--- config.mk ---
export PLATFORM = sky130hd
export DESIGN_NAME = sdes_cbc_byte_cipher_flat
export DESIGN_NICKNAME = d
export VERILOG_FILES = /design/src/sdes_pkg.sv /design/src/sdes_if.sv /design/src/sdes_cbc_byte_cipher.sv /design/src/sdes_cipher.sv /design/src/flat_wrapper.sv
export SDC_FILE = /design/constraint.sdc
export NUM_CORES = 1
export LEC_CHECK = 0
export BUFFER_PORTS_ARGS = -buffer_cell sky130_fd_sc_hd__buf_2
export CAP_MARGIN = 0
export CORE_AREA = 2 2 115 117
export DETAILED_ROUTE_END_ITERATION = 16
export DIE_AREA = 0 0 117 119
export PLACE_DENSITY_LB_ADDON = 0.08
export SYNTH_ARGS = -nofsm -noshare
export SYNTH_HDL_FRONTEND = slang
export SYNTH_HIERARCHICAL = 1
export SYNTH_SLANG_ARGS = --single-unit
export TNS_END_PERCENT = 20
--- constraint.sdc ---
create_clock -name clk -period 5 [get_ports clk]
set_input_delay 0.75 -clock clk [delete_from_list [all_inputs] [get_ports clk]]
set_output_delay 0.75 -clock clk [all_outputs]
set_load 0.02 [all_outputs]
--- src/sdes_pkg.sv ---
// ----------------------------------------------------------------------------
// sdes_pkg: shared types, constants and functions for the s-des cbc cipher
// Key schedule selections, permutations, s-boxes and the keyed round fK.
// Bit numbering is lsb-first throughout.
// ----------------------------------------------------------------------------
package sdes_pkg;

  localparam int KEY_W   = 10;
  localparam int BYTE_W  = 8;
  localparam int CFG_W   = 10;
  localparam int CFG_IDX_W = 2;

  // configuration register indexes
  localparam logic [CFG_IDX_W-1:0] CFG_IDX_KEY  = 2'd0;
  localparam logic [CFG_IDX_W-1:0] CFG_IDX_IV   = 2'd1;
  localparam logic [CFG_IDX_W-1:0] CFG_IDX_MODE = 2'd2;

  typedef logic [KEY_W-1:0]  key_t;
  typedef logic [BYTE_W-1:0] byte_t;
  typedef logic [1:0]        sbox_val_t;

  // configuration seen by the cipher datapath
  typedef struct packed {
    key_t  key;
    byte_t iv;
    logic  decrypt;
  } cfg_t;

  // s-boxes, indexed [row][col]
  localparam sbox_val_t SBOX0 [0:3][0:3] = '{
    '{2'd1, 2'd0, 2'd3, 2'd2},
    '{2'd3, 2'd2, 2'd1, 2'd0},
    '{2'd0, 2'd2, 2'd1, 2'd3},
    '{2'd3, 2'd1, 2'd3, 2'd2}
  };
  localparam sbox_val_t SBOX1 [0:3][0:3] = '{
    '{2'd0, 2'd1, 2'd2, 2'd3},
    '{2'd2, 2'd0, 2'd1, 2'd3},
    '{2'd3, 2'd0, 2'd1, 2'd0},
    '{2'd2, 2'd1, 2'd0, 2'd3}
  };

  // first round key: key bits 4,0,7,2,6,1,3,9 into bits 0..7
  function automatic byte_t first_subkey(key_t k);
    return {k[9], k[3], k[1], k[6], k[2], k[7], k[0], k[4]};
  endfunction

  // second round key: key bits 9,1,8,0,5,4,7,2 into bits 0..7
  function automatic byte_t second_subkey(key_t k);
    return {k[2], k[7], k[4], k[5], k[0], k[8], k[1], k[9]};
  endfunction

  // initial permutation: source bits 1,3,0,4,7,5,2,6
  function automatic byte_t perm_ip(byte_t v);
    return {v[6], v[2], v[5], v[7], v[4], v[0], v[3], v[1]};
  endfunction

  // inverse permutation: source bits 2,0,6,1,3,5,7,4
  function automatic byte_t perm_ip_inv(byte_t v);
    return {v[4], v[7], v[5], v[3], v[1], v[6], v[0], v[2]};
  endfunction

  function automatic byte_t swap_nibbles(byte_t v);
    return {v[3:0], v[7:4]};
  endfunction

  // keyed round: expand low nibble, mix with subkey, s-boxes, fold into high nibble
  function automatic byte_t round_fk(byte_t subkey, byte_t blk);
    byte_t     ep;
    sbox_val_t e0;
    sbox_val_t e1;
    ep = {blk[0], blk[3], blk[2], blk[1], blk[2], blk[1], blk[0], blk[3]} ^ subkey;
    e0 = SBOX0[{ep[7], ep[4]}][{ep[6], ep[5]}];
    e1 = SBOX1[{ep[3], ep[0]}][{ep[2], ep[1]}];
    return blk ^ {e0[0], e1[0], e1[1], e0[1], 4'b0000};
  endfunction

endpackage

--- src/sdes_if.sv ---
// ----------------------------------------------------------------------------
// sdes_in_if / sdes_out_if: valid/ready channels of the s-des cbc cipher
// The input carries a byte and a message start flag, the output one byte.
// ----------------------------------------------------------------------------
interface sdes_in_if;
  logic                       valid;
  logic                       ready;
  logic [sdes_pkg::BYTE_W-1:0] data_in;
  logic                       message_start;

  modport source (output valid, output data_in, output message_start, input ready);
  modport sink   (input valid, input data_in, input message_start, output ready);
endinterface

interface sdes_out_if;
  logic                       valid;
  logic                       ready;
  logic [sdes_pkg::BYTE_W-1:0] data_out;

  modport source (output valid, output data_out, input ready);
  modport sink   (input valid, input data_out, output ready);
endinterface

--- src/sdes_cbc_byte_cipher.sv ---
// ----------------------------------------------------------------------------
// sdes_cbc_byte_cipher: byte-wide simplified des in cipher block chaining mode
//
// Usage:
//   in_ch  carries data_in and message_start; an item moves when valid and
//          ready are both high at a rising edge of clk.
//   out_ch carries data_out, one result item for every input item, in order.
//   cfg_we/cfg_index/cfg_wdata write the key (0), iv (1) and decrypt mode (2)
//   while the block is idle; other indexes are ignored.
// An item passes an input register, then the cipher and chaining logic, then
//   the output register, which drives out_ch.valid.
// Throughput is one byte per cycle while out_ch.ready is high; the chaining
//   byte is updated in the same cycle as the output register loads, so the
//   next byte sees it at once.
// Reset (rst_n low, synchronous) clears both stages, the chaining byte and
//   all configuration registers.
// When out_ch.ready is low the result holds in the output register and one
//   more item can wait in the input register; in_ch.ready then drops.
// ----------------------------------------------------------------------------
module sdes_cbc_byte_cipher (
  input  logic                                clk,
  input  logic                                rst_n,
  input  logic                                cfg_we,
  input  logic [sdes_pkg::CFG_IDX_W-1:0]      cfg_index,
  input  logic [sdes_pkg::CFG_W-1:0]          cfg_wdata,
  sdes_in_if.sink                             in_ch,
  sdes_out_if.source                          out_ch
);

  sdes_pkg::cfg_t  cfg_r;
  sdes_pkg::byte_t chain_r;
  sdes_pkg::byte_t chain_nxt;
  sdes_pkg::byte_t s1_data_r;
  logic            s1_start_r;
  logic            s1_valid_r;
  sdes_pkg::byte_t out_data_r;
  sdes_pkg::byte_t out_data_nxt;
  logic            out_valid_r;
  logic            out_free;
  logic            advance;
  logic            in_take;

  // configuration registers
  always_ff @(posedge clk) begin
    if (!rst_n) begin
      cfg_r <= '0;
    end else if (cfg_we) begin
      unique case (cfg_index)
        sdes_pkg::CFG_IDX_KEY:  cfg_r.key     <= cfg_wdata[sdes_pkg::KEY_W-1:0];
        sdes_pkg::CFG_IDX_IV:   cfg_r.iv      <= cfg_wdata[sdes_pkg::BYTE_W-1:0];
        sdes_pkg::CFG_IDX_MODE: cfg_r.decrypt <= cfg_wdata[0];
        default: ;
      endcase
    end
  end

  // handshake
  assign out_free    = !out_valid_r || out_ch.ready;
  assign advance     = s1_valid_r && out_free;
  assign in_ch.ready = !s1_valid_r || out_free;
  assign in_take     = in_ch.valid && in_ch.ready;

  // input register
  always_ff @(posedge clk) begin
    if (!rst_n) begin
      s1_valid_r <= 1'b0;
    end else if (in_ch.ready) begin
      s1_valid_r <= in_ch.valid;
    end
  end

  always_ff @(posedge clk) begin
    if (in_take) begin
      s1_data_r  <= in_ch.data_in;
      s1_start_r <= in_ch.message_start;
    end
  end

  // cipher datapath
  sdes_cipher u_cipher (
    .cfg           (cfg_r),
    .data          (s1_data_r),
    .message_start (s1_start_r),
    .chain         (chain_r),
    .result        (out_data_nxt),
    .chain_nxt     (chain_nxt)
  );

  // chaining byte and output register
  always_ff @(posedge clk) begin
    if (!rst_n) begin
      chain_r     <= '0;
      out_valid_r <= 1'b0;
    end else begin
      if (advance) begin
        chain_r <= chain_nxt;
      end
      if (out_free) begin
        out_valid_r <= s1_valid_r;
      end
    end
  end

  always_ff @(posedge clk) begin
    if (advance) begin
      out_data_r <= out_data_nxt;
    end
  end

  assign out_ch.valid    = out_valid_r;
  assign out_ch.data_out = out_data_r;

  // a waiting item is not dropped while the output is stalled
  a_s1_hold: assert property (@(posedge clk) disable iff (!rst_n)
    s1_valid_r && !advance |=> s1_valid_r)
    else $error("input stage item lost during stall");

  // chaining byte changes only when an item moves to the output
  a_chain_stable: assert property (@(posedge clk) disable iff (!rst_n)
    !advance |=> $stable(chain_r))
    else $error("chaining byte changed without an item");

  // encryption chains on the ciphertext just produced
  a_enc_chain: assert property (@(posedge clk) disable iff (!rst_n)
    advance && !cfg_r.decrypt |=> chain_r == out_data_r)
    else $error("encrypt chaining byte differs from ciphertext");

  // decryption chains on the ciphertext input
  a_dec_chain: assert property (@(posedge clk) disable iff (!rst_n)
    advance && cfg_r.decrypt |=> chain_r == $past(s1_data_r))
    else $error("decrypt chaining byte differs from input byte");

endmodule

--- src/sdes_cipher.sv ---
// ----------------------------------------------------------------------------
// sdes_cipher: one-pass cbc cipher datapath
// Key schedule, chaining xor and both rounds of s-des for one byte,
// with the next chaining byte for the item.
// ----------------------------------------------------------------------------
module sdes_cipher (
  input  sdes_pkg::cfg_t  cfg,
  input  sdes_pkg::byte_t data,
  input  logic            message_start,
  input  sdes_pkg::byte_t chain,
  output sdes_pkg::byte_t result,
  output sdes_pkg::byte_t chain_nxt
);

  sdes_pkg::byte_t k1;
  sdes_pkg::byte_t k2;
  sdes_pkg::byte_t first_key;
  sdes_pkg::byte_t second_key;
  sdes_pkg::byte_t chain_use;
  sdes_pkg::byte_t blk_in;
  sdes_pkg::byte_t t_ip;
  sdes_pkg::byte_t t_r1;
  sdes_pkg::byte_t t_r2;
  sdes_pkg::byte_t core_out;

  // subkeys, swapped for decryption
  assign k1         = sdes_pkg::first_subkey(cfg.key);
  assign k2         = sdes_pkg::second_subkey(cfg.key);
  assign first_key  = cfg.decrypt ? k2 : k1;
  assign second_key = cfg.decrypt ? k1 : k2;

  // chaining byte restarts from the iv at message start
  assign chain_use = message_start ? cfg.iv : chain;

  // encryption xors before the cipher
  assign blk_in = cfg.decrypt ? data : (data ^ chain_use);

  // ip, fK, swap, fK, ip inverse
  assign t_ip     = sdes_pkg::perm_ip(blk_in);
  assign t_r1     = sdes_pkg::round_fk(first_key, t_ip);
  assign t_r2     = sdes_pkg::round_fk(second_key, sdes_pkg::swap_nibbles(t_r1));
  assign core_out = sdes_pkg::perm_ip_inv(t_r2);

  // decryption xors after the cipher and chains on the ciphertext input
  assign result    = cfg.decrypt ? (core_out ^ chain_use) : core_out;
  assign chain_nxt = cfg.decrypt ? data : core_out;

endmodule
--- src/flat_wrapper.sv ---
// flat-port wrapper written by rule: the top's interface ports become plain ports
module sdes_cbc_byte_cipher_flat 
  (clk, rst_n, cfg_we, cfg_index, cfg_wdata, in_ch_valid, in_ch_data_in, in_ch_message_start, in_ch_ready, out_ch_valid, out_ch_data_out, out_ch_ready);
  sdes_in_if in_ch_i ();
  sdes_out_if out_ch_i ();
  input  logic clk;
  input  logic rst_n;
  input  logic cfg_we;
  input  logic [sdes_pkg::CFG_IDX_W-1:0] cfg_index;
  input  logic [sdes_pkg::CFG_W-1:0] cfg_wdata;
  input wire logic [$bits(in_ch_i.valid)-1:0] in_ch_valid;
  input wire logic [$bits(in_ch_i.data_in)-1:0] in_ch_data_in;
  input wire logic [$bits(in_ch_i.message_start)-1:0] in_ch_message_start;
  output wire logic [$bits(in_ch_i.ready)-1:0] in_ch_ready;
  output wire logic [$bits(out_ch_i.valid)-1:0] out_ch_valid;
  output wire logic [$bits(out_ch_i.data_out)-1:0] out_ch_data_out;
  input wire logic [$bits(out_ch_i.ready)-1:0] out_ch_ready;
  assign in_ch_i.valid = in_ch_valid;
  assign in_ch_i.data_in = in_ch_data_in;
  assign in_ch_i.message_start = in_ch_message_start;
  assign in_ch_ready = in_ch_i.ready;
  assign out_ch_valid = out_ch_i.valid;
  assign out_ch_data_out = out_ch_i.data_out;
  assign out_ch_i.ready = out_ch_ready;
  sdes_cbc_byte_cipher u_core (.clk(clk), .rst_n(rst_n), .cfg_we(cfg_we), .cfg_index(cfg_index), .cfg_wdata(cfg_wdata), .in_ch(in_ch_i), .out_ch(out_ch_i));
endmodule
==> results by stage <==
Status:
- The run finished with clean final reports.

Place:
- The number of buffers inserted by port buffering is 35.
- The placer congestion estimate is 0.757.
- The cell area reported after detailed placement is 3410 um2.
- The half-perimeter wire length after placement is a little over 6000 um.

Synth:
- Averaged over all synthesized cells, the footprint is approximately 9.6 um2.
- The number of nets produced by synthesis is 354.
- The number of distinct library cell variants in the gate-level netlist after synthesis is 60.
- The predominant post-synthesis flop cell is sky130_fd_sc_hd__dfxtp_1.
- The synthesized design contains 17 enable-type register cells.
- The Yosys step of the flow raised 6 warnings.
- In this run the cell area of the synthesized design comes to just over 3000 um2.
- Of all flip-flops after synthesis, the portion carrying an async set or reset was 0.
- After technology mapping, the gate count stands at 325.
- By area the synthesized netlist is led by sky130_fd_sc_hd__dfxtp_1, sky130_fd_sc_hd__edfxtp_1, sky130_fd_sc_hd__mux2i_1, sky130_fd_sc_hd__xnor2_1, sky130_fd_sc_hd__nand2_1.
- The sequential cell area fraction in the yosys report is 0.351.
- The share of the synthesized area in the top cell type is 0.187.
- Synthesis inferred 46 register bits.
- Of all cell types, the one taking the most synthesized area is sky130_fd_sc_hd__dfxtp_1.

CTS:
- The number of clock buffers added by TritonCTS is 5.
- Clock-pin slew was measured on the worst setup and hold paths at ~0.06 ns.
- TritonCTS built the clock tree.
- The total setup buffers inserted after CTS is 0.
- The H-tree depth is 2.
- In this run the clock root is driven by a sky130_fd_sc_hd__clkbuf_16.
- The later pin in the worst-skew pair is clocked with a latency of between 0.2 and 0.3 ns.
- The TritonCTS sink count is 46.
- Once the clock tree was built, the resizer swapped 0 gates to a different size.
- The clock passes through at most 2 buffers.
- The number of hold buffers added after CTS was 0.

Die:
- The die area is about 14000 um2.
- The top-level port count is 36.
- For this configuration, the core starts out at a cell density of 0.242.
- The die extent in y is 119 um.
- The floorplan has between 40 and 50 rows.
- The overall die width is 117 um.
- The core region is about 13000 um2.

Pwr:
- The power consumption is 1.41 mW.
- Summed over all nets, the switching power comes to 0.488 mW.
- The worst IR drop on VDD is ~130 uV.
- Of the total power, registers draw 0.332.
- Power spread over the standard cell area amounts to approximately 400 nW/um2.
- Of the total power, the share spent switching nets is 0.347.
- Of the total power, combinational logic draws 0.433.
- For this design the static power due to leakage is ~1.4 nW.
- Of the total power, the clock network draws 0.235.
- The internal power of the cells totals 0.917 mW.

Setup path:
- The worst register-to-register path has a depth of 14.
- The data arrival time of the worst path is around 4.4 ns.
- The endpoint identified for the worst register-to-register timing path is u_core/out_ch.data_out[7].
- The worst setup path is launched from a register.
- The critical path is of the reg -> reg type.
- STA classifies the critical path endpoint as a register.
- In this run the critical register-to-register path is launched from u_core/s1_start_r.
- At the worst endpoint, the required time is around 5.0 ns.
- The slowest cell on the critical path is sky130_fd_sc_hd__edfxtp_1.
- The most frequent cell on the critical path is sky130_fd_sc_hd__mux2i_1.
- The largest stage delay on the critical path is between 0.6 and 0.7 ns.
- Walking the worst path, the cells encountered are mux2i_1, nor2_2, xnor3_2, ha_1, inv_1, mux2_1, a32o_1, or3_4, and2_2, inv_1, ha_1, mux2i_1, mux2i_1, xnor3_1.
- In this run the worst path has a maximum fanout of 8.
- In this run the worst setup path begins at u_core/s1_start_r.
- The sum of buffers and inverters on the critical path is 2.
- The register-to-register setup slack is roughly 0.62 ns.
- The cell family contributing the most delay on the critical path is multiplexers.

Flow run:
- Max-cap violations in this run came to 0.

Drt:
- Dividing the detail-routed via count by the number of cells gives between 4 and 5.
- Detailed routing inserted a total of between 2k and 2.5k vias.
- Once detail routing completed, the nets flagged for antenna violations numbered 0.
- For this block, the initial DRC count from the detailed router was around 130.
- The post-detailed-route wirelength per cell is approximately 15 um.
- The routed wire length is between 7000 and 8000 um.
- After detailed routing, the number of remaining DRC violations is 0.
- The number of iterations in the first detailed-routing pass is 4.

Min path:
- Along the worst hold path, the cell count comes to 2.
- The worst hold path begins at u_core/chain_r[5].
- The end point of the most critical hold path is u_core/chain_r[5].
- The worst hold path belongs to the class reg -> reg.

Cells and area:
- After filler insertion, the fill cell instance count of the layout stands at around 1.4k.
- After the last flow step, the layout net total stands at 380.
- The library cell used most frequently in the layout, excluding fill and tap cells, is sky130_fd_sc_hd__nand2_1.
- The share of post-route cells with drive strength above 1 is 0.216.
- In the layout the commonest cells are sky130_fd_sc_hd__nand2_1, sky130_fd_sc_hd__buf_2, sky130_fd_sc_hd__mux2i_1, sky130_fd_sc_hd__xnor2_1, sky130_fd_sc_hd__dfxtp_1.
- After routing the design area is 3550 um2.
- The growth of design area from synthesis to finish is 14.2%.
- The number of antenna cells inserted is 0.

Global routing:
- Entering global routing, the biggest net connects 48 pins.
- The number of antenna violations at the first check in global routing is 0.
- In the global route stage, overall resource usage came out at 0.122.
- For this run the aggregate overflow at the end of global routing stands at 0.
- The via count of the first global-routing pass is between 2k and 2.5k.
- The first global-routing pass estimated about 13000 um of wire.

Timing:
- The clock period minus final worst setup slack is 4.38 ns.
- Of the available clock period, the critical path in the final layout requires 0.876.
- At the pin with the least slew margin, the transition time is 1.06 ns.
- The highest clock rate is around 230 MHz.
- Setup violations remaining at the end of the flow were counted as 0.
- Setup repair after global routing left no endpoint under its margin.
- Final hold analysis gives a worst-case slack of approximately 0.45 ns.
- The number of slew-limit violations in the final report is 0.
- The maximum clock skew at final layout is 0.00477 ns.
- Adding up every negative setup slack in the final design gives 0 ns.
- In this run the tightest slew margin relative to its limit is 0.293.
- The number of endpoints with negative hold slack in the final report is 0.
## layer usage
metal,global-route usage,part of all wire,up-vias
met2,0.183,0.45,40
met1,0.178,0.50,1057
met5,0,0,-
met4,0.0287,0.011,0
met3,0.0244,0.031,8
li1,-,-,1192
## power groups by stage
stage	Clock, mW	Combinational, mW	Sequential, mW
2_1_floorplan	0	0.475	0.484
3_3_place_gp	0	0.619	0.479
3_5_place_dp	0	0.612	0.476
4_1_cts	0.342	0.617	0.468
5_1_grt	0.361	0.670	0.473
6_report	0.330	0.608	0.467
## worst max-delay path by stage
stage	to	cells after the start
after floorplan	u_core/out_ch.data_out[7]	15
after global placement	u_core/out_ch.data_out[7]	14
after detailed placement	u_core/out_ch.data_out[7]	14
after CTS	u_core/out_ch.data_out[7]	14
after global routing	u_core/out_ch.data_out[7]	14
final	u_core/out_ch.data_out[7]	14
## logic make-up (layout without fill, tap and decap cells)
kind of cell / after synthesis / count (layout) / share of synthesized area
simple gates: 114 / 114 / 0.182
compound gates: 56 / 56 / 0.126
flops: 46 / 46 / 0.351
xor+xnor: 44 / 44 / 0.156
mux: 37 / 37 / 0.128
buf+inv: 25 / 52 / 0.0455
fa+ha+maj: 3 / 3 / 0.0121
## worst reg2reg max path, delay by kind of cell, from the launching register on
kind            cells  cell delay [ns]
xor+xnor            2             0.85
fa+ha+maj           2             0.53
simple gates        3             0.74
mux                 4             1.01
compound gates      1             0.23
flops               1             0.68
buf+inv             2             0.09
## flip-flops by register name, indices dropped and copies added (netlist names)
signal,count
u_core/out_ch.data_out,8
u_core/s1_start_r,1
u_core/out_ch.valid,1
u_core/cfg_r,19
u_core/s1_data_r,8
u_core/s1_valid_r,1
u_core/chain_r,8
## synthesized netlist by cell type (all sizes together) (2+ instances only)
cell	number
o21ai	26
buf	12
nand2b	2
o211ai	2
inv	7
clkbuf	6
nor2	22
or2	3
xor2	8
nor2b	8
dfxtp	29
edfxtp	17
xnor3	6
nand3b	2
nand3	21
and3	3
xnor2	29
ha	3
a2111o	2
nor3	5
and2	3
o21a	3
mux2i	32
nand2	38
mux2	5
a21oi	12
## through the flow
stage / setup WS [ns] / utilization / cells
floorplan: 1.15 / - / 325
global placement: 0.737 / 0.265 / 520
detailed placement: 0.643 / 0.265 / 520
CTS: 0.610 / 0.276 / 528
global route: 0.302 / 0.276 / 528
finish: 0.622 / 0.276 / 528
## area by class of cell
cell class | instances | area, um2 | area share
flip-flops and latches | 46 | 1090 | 0.308
clock inverters | 2 | 13.8 | 0.00387
clock buffers | 6 | 129 | 0.0363
repair buffers | 37 | 190 | 0.0535
inverters | 7 | 26.3 | 0.00740
well taps | 176 | 220 | 0.0620
multi-input cells | 254 | 1880 | 0.529
No activity file was read; power rests on OpenSTA's default activity.
